`src/hw/rtl/sqvt_pkg.sv`:
```
`timescale 1ns / 1ps
package sqvt_pkg;

  localparam int unsigned SINE_TABLE_ENTRIES_DFLT = 1024;
  localparam int unsigned FRACTION_BITS_DFLT      = 16;

  localparam int unsigned COORD_W    = 32;
  localparam int unsigned SCALE_W    = 16;
  localparam int unsigned ANGLE_W    = 13;
  localparam int unsigned EXTENT_W   = 31;
  // scaled local coordinates live in [-2^35, 2^35-1]
  localparam int unsigned LOC_W      = 36;
  localparam int unsigned SCALE_FRAC = 8;
  // wide enough for any value that gets clamped to 32 bits
  localparam int unsigned SAT_W      = 40;

  localparam int unsigned TURN_SIXTEENTHS = 5760;
  localparam logic [ANGLE_W-1:0] TURN = ANGLE_W'(TURN_SIXTEENTHS);
  // angle-to-index reciprocal precision
  localparam int unsigned IDX_SHIFT = 26;

  localparam logic [63:0] Q30_ONE     = 64'd1 << 30;
  localparam logic [63:0] Q30_TWO_PI  = 64'd6746518852;
  localparam logic [63:0] Q30_PI      = 64'd3373259426;
  localparam logic [63:0] Q30_HALF_PI = 64'd1686629713;

  localparam logic signed [SAT_W-1:0] S32_MAX = SAT_W'(64'sd2147483647);
  localparam logic signed [SAT_W-1:0] S32_MIN = SAT_W'(-64'sd2147483648);

  typedef struct packed {
    logic signed [COORD_W-1:0] origin_x;
    logic signed [COORD_W-1:0] origin_y;
    logic signed [COORD_W-1:0] size_w;
    logic signed [COORD_W-1:0] size_h;
    logic signed [SCALE_W-1:0] scale_x;
    logic signed [SCALE_W-1:0] scale_y;
    logic        [ANGLE_W-1:0] angle;
    logic signed [COORD_W-1:0] pos_x;
    logic signed [COORD_W-1:0] pos_y;
  } sqvt_in_t;

  typedef struct packed {
    logic signed [COORD_W-1:0]  corner1_x;
    logic signed [COORD_W-1:0]  corner1_y;
    logic signed [COORD_W-1:0]  corner2_x;
    logic signed [COORD_W-1:0]  corner2_y;
    logic signed [COORD_W-1:0]  corner3_x;
    logic signed [COORD_W-1:0]  corner3_y;
    logic signed [COORD_W-1:0]  corner4_x;
    logic signed [COORD_W-1:0]  corner4_y;
    logic signed [COORD_W-1:0]  box_min_x;
    logic signed [COORD_W-1:0]  box_min_y;
    logic        [EXTENT_W-1:0] box_width;
    logic        [EXTENT_W-1:0] box_height;
  } sqvt_out_t;

  // clamp to the signed 32-bit range
  function automatic logic signed [COORD_W-1:0] sat32(input logic signed [SAT_W-1:0] v);
    logic signed [COORD_W-1:0] res;
    if (v > S32_MAX) begin
      res = S32_MAX[COORD_W-1:0];
    end else if (v < S32_MIN) begin
      res = S32_MIN[COORD_W-1:0];
    end else begin
      res = v[COORD_W-1:0];
    end
    return res;
  endfunction

  // sine of a Q30 radian angle in [0, 2*pi), odd series to x^13 on the
  // first-quadrant fold; used only to build constant tables
  function automatic logic signed [31:0] q30_sine(input logic [63:0] ang,
                                                   input int unsigned frac);
    logic [63:0] r;
    logic [63:0] x2;
    logic [63:0] t;
    logic [63:0] s;
    logic        neg;
    r   = ang;
    neg = 1'b0;
    if (r >= Q30_PI) begin
      neg = 1'b1;
      r   = r - Q30_PI;
    end
    if (r > Q30_HALF_PI) begin
      r = Q30_PI - r;
    end
    x2 = (r * r) >> 30;
    t  = Q30_ONE;
    t  = Q30_ONE - ((x2 * t) >> 30) / 64'd156;
    t  = Q30_ONE - ((x2 * t) >> 30) / 64'd110;
    t  = Q30_ONE - ((x2 * t) >> 30) / 64'd72;
    t  = Q30_ONE - ((x2 * t) >> 30) / 64'd42;
    t  = Q30_ONE - ((x2 * t) >> 30) / 64'd20;
    t  = Q30_ONE - ((x2 * t) >> 30) / 64'd6;
    s  = (r * t) >> 30;
    s  = (s + (64'd1 << (29 - frac))) >> (30 - frac);
    return neg ? -$signed(s[31:0]) : $signed(s[31:0]);
  endfunction

endpackage

```
`src/hw/rtl/sqvt_box.sv`:
```
`timescale 1ns / 1ps
module sqvt_box (
  input  logic                                clk,
  input  logic                                rst_n,
  input  logic                                crn_valid,
  output logic                                crn_ready,
  input  logic signed [sqvt_pkg::COORD_W-1:0] crn1_x,
  input  logic signed [sqvt_pkg::COORD_W-1:0] crn1_y,
  input  logic signed [sqvt_pkg::COORD_W-1:0] crn2_x,
  input  logic signed [sqvt_pkg::COORD_W-1:0] crn2_y,
  input  logic signed [sqvt_pkg::COORD_W-1:0] crn3_x,
  input  logic signed [sqvt_pkg::COORD_W-1:0] crn3_y,
  output logic                                out_valid,
  input  logic                                out_ready,
  output sqvt_pkg::sqvt_out_t                 out_data
);

  localparam int unsigned COORD_W  = sqvt_pkg::COORD_W;
  localparam int unsigned EXTENT_W = sqvt_pkg::EXTENT_W;
  localparam int unsigned SAT_W    = sqvt_pkg::SAT_W;

  logic v1_r, v2_r, v3_r;
  logic rdy1, rdy2, rdy3;

  assign rdy3      = !v3_r || out_ready;
  assign rdy2      = !v2_r || rdy3;
  assign rdy1      = !v1_r || rdy2;
  assign crn_ready = rdy1;

  always_ff @(posedge clk) begin
    if (!rst_n) begin
      v1_r <= 1'b0;
      v2_r <= 1'b0;
      v3_r <= 1'b0;
    end else begin
      if (rdy1) v1_r <= crn_valid;
      if (rdy2) v2_r <= v1_r;
      if (rdy3) v3_r <= v2_r;
    end
  end

  // stage 1: fourth corner closes the parallelogram
  logic signed [COORD_W-1:0] x1_r [4];
  logic signed [COORD_W-1:0] y1_r [4];

  always_ff @(posedge clk) begin
    if (rdy1) begin
      x1_r[0] <= crn1_x;
      y1_r[0] <= crn1_y;
      x1_r[1] <= crn2_x;
      y1_r[1] <= crn2_y;
      x1_r[2] <= crn3_x;
      y1_r[2] <= crn3_y;
      x1_r[3] <= sqvt_pkg::sat32(SAT_W'(crn1_x) + SAT_W'(crn3_x) - SAT_W'(crn2_x));
      y1_r[3] <= sqvt_pkg::sat32(SAT_W'(crn1_y) + SAT_W'(crn3_y) - SAT_W'(crn2_y));
    end
  end

  // stage 2: two-level min/max tree per axis
  logic signed [COORD_W-1:0] mnx01, mnx23, mxx01, mxx23, mny01, mny23, mxy01, mxy23;
  logic signed [COORD_W-1:0] minx_nxt, maxx_nxt, miny_nxt, maxy_nxt;
  logic signed [COORD_W-1:0] x2_r [4];
  logic signed [COORD_W-1:0] y2_r [4];
  logic signed [COORD_W-1:0] minx_r, maxx_r, miny_r, maxy_r;

  always_comb begin
    mnx01    = (x1_r[1] < x1_r[0]) ? x1_r[1] : x1_r[0];
    mnx23    = (x1_r[3] < x1_r[2]) ? x1_r[3] : x1_r[2];
    mxx01    = (x1_r[1] > x1_r[0]) ? x1_r[1] : x1_r[0];
    mxx23    = (x1_r[3] > x1_r[2]) ? x1_r[3] : x1_r[2];
    mny01    = (y1_r[1] < y1_r[0]) ? y1_r[1] : y1_r[0];
    mny23    = (y1_r[3] < y1_r[2]) ? y1_r[3] : y1_r[2];
    mxy01    = (y1_r[1] > y1_r[0]) ? y1_r[1] : y1_r[0];
    mxy23    = (y1_r[3] > y1_r[2]) ? y1_r[3] : y1_r[2];
    minx_nxt = (mnx23 < mnx01) ? mnx23 : mnx01;
    maxx_nxt = (mxx23 > mxx01) ? mxx23 : mxx01;
    miny_nxt = (mny23 < mny01) ? mny23 : mny01;
    maxy_nxt = (mxy23 > mxy01) ? mxy23 : mxy01;
  end

  always_ff @(posedge clk) begin
    if (rdy2) begin
      x2_r   <= x1_r;
      y2_r   <= y1_r;
      minx_r <= minx_nxt;
      maxx_r <= maxx_nxt;
      miny_r <= miny_nxt;
      maxy_r <= maxy_nxt;
    end
  end

  // stage 3: extents, clamped to 31 bits
  logic [COORD_W:0]     dx, dy;
  sqvt_pkg::sqvt_out_t  out_nxt;
  sqvt_pkg::sqvt_out_t  out_r;

  always_comb begin
    dx = {maxx_r[COORD_W-1], maxx_r} - {minx_r[COORD_W-1], minx_r};
    dy = {maxy_r[COORD_W-1], maxy_r} - {miny_r[COORD_W-1], miny_r};
    out_nxt.corner1_x  = x2_r[0];
    out_nxt.corner1_y  = y2_r[0];
    out_nxt.corner2_x  = x2_r[1];
    out_nxt.corner2_y  = y2_r[1];
    out_nxt.corner3_x  = x2_r[2];
    out_nxt.corner3_y  = y2_r[2];
    out_nxt.corner4_x  = x2_r[3];
    out_nxt.corner4_y  = y2_r[3];
    out_nxt.box_min_x  = minx_r;
    out_nxt.box_min_y  = miny_r;
    out_nxt.box_width  = (dx[COORD_W:EXTENT_W] != '0) ? '1 : dx[EXTENT_W-1:0];
    out_nxt.box_height = (dy[COORD_W:EXTENT_W] != '0) ? '1 : dy[EXTENT_W-1:0];
  end

  always_ff @(posedge clk) begin
    if (rdy3) begin
      out_r <= out_nxt;
    end
  end

  assign out_valid = v3_r;
  assign out_data  = out_r;

endmodule

```
`config.mk`:
```
export PLATFORM = sky130hd
export DESIGN_NAME = sqvt_box
export DESIGN_NICKNAME = d
export VERILOG_FILES = /design/src/hw/rtl/sqvt_pkg.sv /design/src/hw/rtl/sqvt_box.sv
export SDC_FILE = /design/constraint.sdc
export NUM_CORES = 2
export LEC_CHECK = 0
export BUFFER_PORTS_ARGS = -buffer_cell sky130_fd_sc_hd__buf_2
export CAP_MARGIN = 20
export CORE_ASPECT_RATIO = 0.7
export CORE_MARGIN = 2
export CORE_UTILIZATION = 40
export DETAILED_ROUTE_END_ITERATION = 7
export PLACE_DENSITY_LB_ADDON = 0.1
export RECOVER_POWER = 100
export SKIP_CTS_REPAIR_TIMING = 1
export SYNTH_ARGS = -nofsm -noshare
export SYNTH_HDL_FRONTEND = slang
export SYNTH_SLANG_ARGS = --single-unit
```
`constraint.sdc`:
```
create_clock -name clk -period 11.1 [get_ports clk]
set_input_delay 1.11 -clock clk [delete_from_list [all_inputs] [get_ports clk]]
set_output_delay 1.11 -clock clk [all_outputs]
set_load 0.02 [all_outputs]
```
# --- After elaboration in Yosys (flattened, before gate mapping) ---
# Index checks and enable logic that the tools add are counted.
# W data, S select, Z words.
word_totals:
  reg_bits: 1025
  in_bits: 196
  output_inout_bits: 384
  elab_cells: 79
classes:
  n_addsub: 6
  n_lt_le_gt_ge: 16
  muxes: 14
  n_reduce_logical: 8
ops:
  columns: ["cell", "count"]
  rows:
  - ["$mux W32", 14]
  - ["$gt A32 B32 Y1", 6]
  - ["$lt A32 B32 Y1", 6]
  - ["$gt A34 B32 Y1 const B", 2]
  - ["$lt A34 B32 Y1 const B", 2]
  - ["$sub A33 B32 Y34", 2]
  - ["$add A32 B32 Y33", 2]
  - ["$sub A32 B32 Y33", 2]
  - ["$reduce_bool A2 Y1", 2]
  - ["$logic_not A1 Y1", 3]
  - ["$logic_or A1 B1 Y1", 3]

# --- Logic depth before layout (Yosys ltp) ---
depth:
  depth_word: 4
  ltp_mapped: 25

# --- Worst setup path after synthesis ---
# Ideal clock, no wire load.
synth_timing:
  kind: "in2reg"
  startpoint: "in out_ready"
  endpoint: "reg maxx_r[0] (enable)"
  t_arrival_ns: 7.589
  t_required_ns: 8.291
  slack_ns: 0.702
  cell_stages: 2
  path_buffers: 0
  cell_sequence: "nor2b_1 > nand2_1"
synth_between:
  elab_chain_cells: 2
synth_rtl:
  columns: ["element", "line_no", "source"]
  rows:
  - ["from (decl)", "sqvt_box.sv:14", "input logic out_ready,"]
  - ["$logic_or A1 B1 Y1", "sqvt_box.sv:25", "assign rdy3 = !v3_r || out_ready;"]
  - ["$logic_or A1 B1 Y1", "sqvt_box.sv:26", "assign rdy2 = !v2_r || rdy3;"]
  - ["via rdy2", "sqvt_box.sv:23", "logic rdy1, rdy2, rdy3;"]
  - ["to (signal assigned)", "sqvt_box.sv:86", "maxx_r <= maxx_nxt;"]
  - ["to (decl)", "sqvt_box.sv:64", "logic signed [COORD_W-1:0] minx_r, maxx_r, miny_r, maxy_r;"]
# The timed path passes the listed nets, and every way through them passes these cells.
# A chain may end at the register's enable or synchronous reset.

# --- Worst setup path in the final report ---
layout_timing:
  startpoint: "reg x1_r[31] (netlist bit)"
  endpoint: "reg maxx_r[26], data pin"
layout_between:
  elab_chain_cells: 4
layout_rtl:
  columns: ["element", "line_no", "source"]
  rows:
  - ["from (decl)", "sqvt_box.sv:43", "logic signed [COORD_W-1:0] x1_r [4];"]
  - ["$gt A32 B32 Y1", "sqvt_box.sv:70", "mxx23 = (x1_r[3] > x1_r[2]) ? x1_r[3] : x1_r[2];"]
  - ["$mux W32 *", "sqvt_box.sv:70", null]
  - ["$gt A32 B32 Y1", "sqvt_box.sv:76", "maxx_nxt = (mxx23 > mxx01) ? mxx23 : mxx01;"]
  - ["$mux W32 *", "sqvt_box.sv:76", null]
  - ["via maxx_nxt[26]", "sqvt_box.sv:61", "logic signed [COORD_W-1:0] minx_nxt, maxx_nxt, miny_nxt, maxy_nxt;"]
# Mark *: on every way through the listed nets, which the timed path passes. The rest lies on a longest branch.

==> results.py <==
metrics = {
    "grt": {
        "antenna_found_initial": 20,
        "grt_first_pass_wirelength_um": 236000,
        "grt_start_max_net_pins": 155,
        "grtUsageTotal": 0.2535,
        "grt_pass1_vias": 31556,
        "grt-ovfl-total": 0,
    },
    "drt": {
        "routed_via_density": 5.298,
        "via_count": 33530,
        "wl_per_cell_um": 26.89,
        "drtAntennaViolNets": 0,
        "drc": 0,
        "drt-initial-drc-count": 3673,
        "drt-total-wl_um": 170200,
        "dr.pass1.iters": 5,
    },
    "synthesis": {
        "syn_inst": 3861,
        "yosys-top-cells-area": "edfxtp_1 (60%), ha_1 (9.4%), mux2i_1 (6.2%)",
        "synth_cell_types": 88,
        "yosys_warnings": 0,
        "synthesis.area_sq_mm": 0.05153,
        "synth.net_count": 4509,
        "synth-seq-cells": 1025,
        "yosys_most_used_dff": "edfxtp_1",
        "yosys.area.top_type_share": 0.5956,
        "synth_compound_area_frac": 0.09662,
        "yosys.area_share.simple": 0.05094,
        "synth.avg_cell_area_sq_um": 13.35,
        "synth_mux_area_frac": 0.06971,
        "synth_area_leader_cell": "edfxtp_1",
        "synth_top_family_by_area": "adder cells",
        "postSynth.asyncResetShare": 0,
        "synth_xor_area_frac": 0.01595,
        "synth_fa_ha_area_frac": 0.1194,
        "synth_edf_count": 1022,
        "seq_area_frac_synth": 0.5968,
    },
    "worst_hold_path": {
        "min_path_cells": 0,
        "hold_start": "out_nxt[126]",
        "hold_path.class": "register to register",
        "hold_path_end": "out_data[126]",
    },
    "power": {
        "power_density_mw_per_mm2": 297.7,
        "peakVddDrop_mv": 0.1554,
        "p_total_mw": 17.66,
        "p_leak_nw": 24.75,
    },
    "floorplanning": {
        "rows": 110,
        "io_pins": 580,
        "initial_core_util": 0.4021,
        "die_y_um": 304.3,
        "core_area_sq_mm": 0.1281,
        "die_area_sq_mm": 0.1318,
        "die_w_um": 433.0,
    },
    "layout": {
        "area_growth_syn_to_layout_pct": 15.11,
        "layout-drive-gt1-share": 0.06497,
        "fillers": 11976,
        "fin_nets": 5152,
        "final_cell_mix": "edfxtp_1 (1,022), clkbuf_1 (589), inv_1 (585)",
        "final_common_cell": "edfxtp_1",
        "layout.cells.non_filler": 6329,
    },
    "worst_setup_path": {
        "r2r_start": "x1_r[31]",
        "path_max_fanout": 34,
        "r2r_slack_ps": 770,
        "regToRegEndpoint": "maxx_r[26]",
        "critPathArrivalTime_ps": 10830,
        "start_kind": "register",
        "reg2regPathDepth": 22,
        "cp-end-kind": "register",
        "path_class": "register to register",
        "crit_required_ps": 11590,
    },
    "clocking": {
        "clk_pin_slew_ps": 70,
        "htreeDepth": 3,
        "clk_latency_ps": 750,
        "cts_tree": "built",
        "numCtsBuffers": 105,
        "cts_sinks": 1025,
        "cts_buffer_depth": 3,
        "clockRootBuffer": "clkbuf_16",
    },
    "job": {
        "cap_violations": 23,
    },
    "timing": {
        "worstMarginPinSlew_ps": 9292,
        "timing.slew.headroom": -5.195,
        "fin_crit_sh": 0.9308,
        "report.final.slew_viol_count": 1227,
        "setup_ws_ps": 768.5,
        "hold_viol_final": 0,
        "rsz0062_at_grt": "no",
        "fmax_ghz": 0.09679,
        "setup-tns-final_ps": 0,
        "finClkSkew_ps": 31.35,
        "fin_crit_ps": 10330,
        "hold_ws_ps": 404.5,
        "final-setup-viol-count": 0,
    },
    "placement": {
        "place_inst": 6131,
        "dp_hpwl_um": 132900,
        "place_congestion": 0.9196,
        "pre_cts_ws_ps": 2130,
        "portBuffers": 579,
    },
    "outcome": {
        "violations": "max-capacitance violations, max-slew violations",
        "status": "finished, violations left",
    },
}
worst max-delay path by stage:
stage,slack [ps],end,startpoint
6_report,770,maxx_r[26],x1_r[31]
5_1_grt,850,maxy_r[12],y1_r[95]
4_1_cts,2090,maxy_r[12],y1_r[95]
3_5_place_dp,2130,maxy_r[12],y1_r[95]
3_3_place_gp,2120,maxy_r[12],y1_r[95]
2_1_floorplan,700,maxx_r[0],out_ready
cell usage after synthesis, types with 7 or more instances:
| master | count |
|---|---|
| mux2i_1 | 318 |
| mux2_2 | 26 |
| a21boi_0 | 41 |
| nand4_1 | 64 |
| a221oi_1 | 8 |
| or3_1 | 15 |
| clkbuf_1 | 34 |
| nor2b_1 | 31 |
| nor4_1 | 12 |
| xnor2_1 | 46 |
| buf_4 | 10 |
| buf_2 | 34 |
| o21ai_0 | 135 |
| o21bai_1 | 18 |
| nand2b_1 | 28 |
| ha_1 | 386 |
| nor3_1 | 34 |
| xor2_1 | 46 |
| o21a_1 | 34 |
| a21oi_1 | 190 |
| and3_1 | 10 |
| a211o_1 | 8 |
| edfxtp_1 | 1022 |
| o2111ai_1 | 7 |
| inv_1 | 586 |
| o21ai_1 | 16 |
| o21ba_2 | 32 |
| fa_1 | 66 |
| mux2_1 | 9 |
| a211oi_1 | 30 |
| o31ai_1 | 13 |
| o211ai_1 | 16 |
| a31oi_1 | 13 |
| and2_1 | 12 |
| nand2_1 | 162 |
| nand3_1 | 35 |
| nor2_1 | 97 |
| a21o_1 | 112 |
state kept, by name (all words and copies together) (netlist names):
signal and flops:
maxy_r 32, maxx_r 32, x1_r 128, miny_r 32, out_valid 1, v1_r 1, minx_r 32, out_data 382
v2_r 1, out_nxt 256, y1_r 128
layout make-up:
| class | instances | area, sq um | area share |
|---|---|---|---|
| sequential | 1025 | 30750 | 0.5184 |
| inverter | 587 | 2205 | 0.03717 |
| antenna | 6 | 15.01 | 0.0002531 |
| timing repair buffer | 617 | 2421 | 0.04082 |
| clock buffer | 123 | 2695 | 0.04544 |
| tap | 1736 | 2172 | 0.03662 |
| multi-input combinational | 2168 | 18230 | 0.3073 |
| clock inverter | 67 | 832.0 | 0.01403 |
kinds of logic after synthesis:
family	count (synthesis)
xor gates and xnor gates	93
muxes	354
and+or+nand+nor	529
AOI/OAI and AO/OA	740
buffers and inverters	668
DFF	1025
adders and majority gates	452
worst max-delay path: stages, from the launching register on:
cell and delay [ps]:
edfxtp_1 500, ha_1 400, a21oi_1 190, o21ai_1 260
a2111oi_0 2100, o41ai_1 290, o21ai_1 270, mux2_2 520
buf_4 570, inv_1 150, a31oi_4 840, buf_4 400
mux2_1 390, ha_1 370, a21oi_1 280, or3_1 160
o211ai_1 190, a211oi_1 490, o31ai_1 160, mux2_2 800
nand2_1 100, buf_4 310, o21ba_2 270
where the power goes:
| part | total [mW] | switching [mW] | internal, mW |
|---|---|---|---|
| logic | 7.63 | 4.88 | 2.75 |
| registers | 6.34 | 0.749 | 5.59 |
| clock network | 3.69 | 1.61 | 2.08 |
metrics by stage:
step,cell area (sq um),utilization
after floorplan,51530,-
after global placement,56620,0.4419
after detailed placement,56630,0.4419
after CTS,60160,0.4695
after global routing,59300,0.4628
final,59310,0.4629
layer usage:
| metal | track usage | vias up | part of all wire |
|---|---|---|---|
| li1 | - | 15445 | - |
| met1 | 0.4225 | 16631 | 0.51 |
| met2 | 0.3124 | 1263 | 0.37 |
| met3 | 0.07327 | 185 | 0.093 |
| met4 | 0.05472 | 6 | 0.023 |
| met5 | 0 | - | 0.00021 |
No activity file was read; power rests on OpenSTA's default activity.
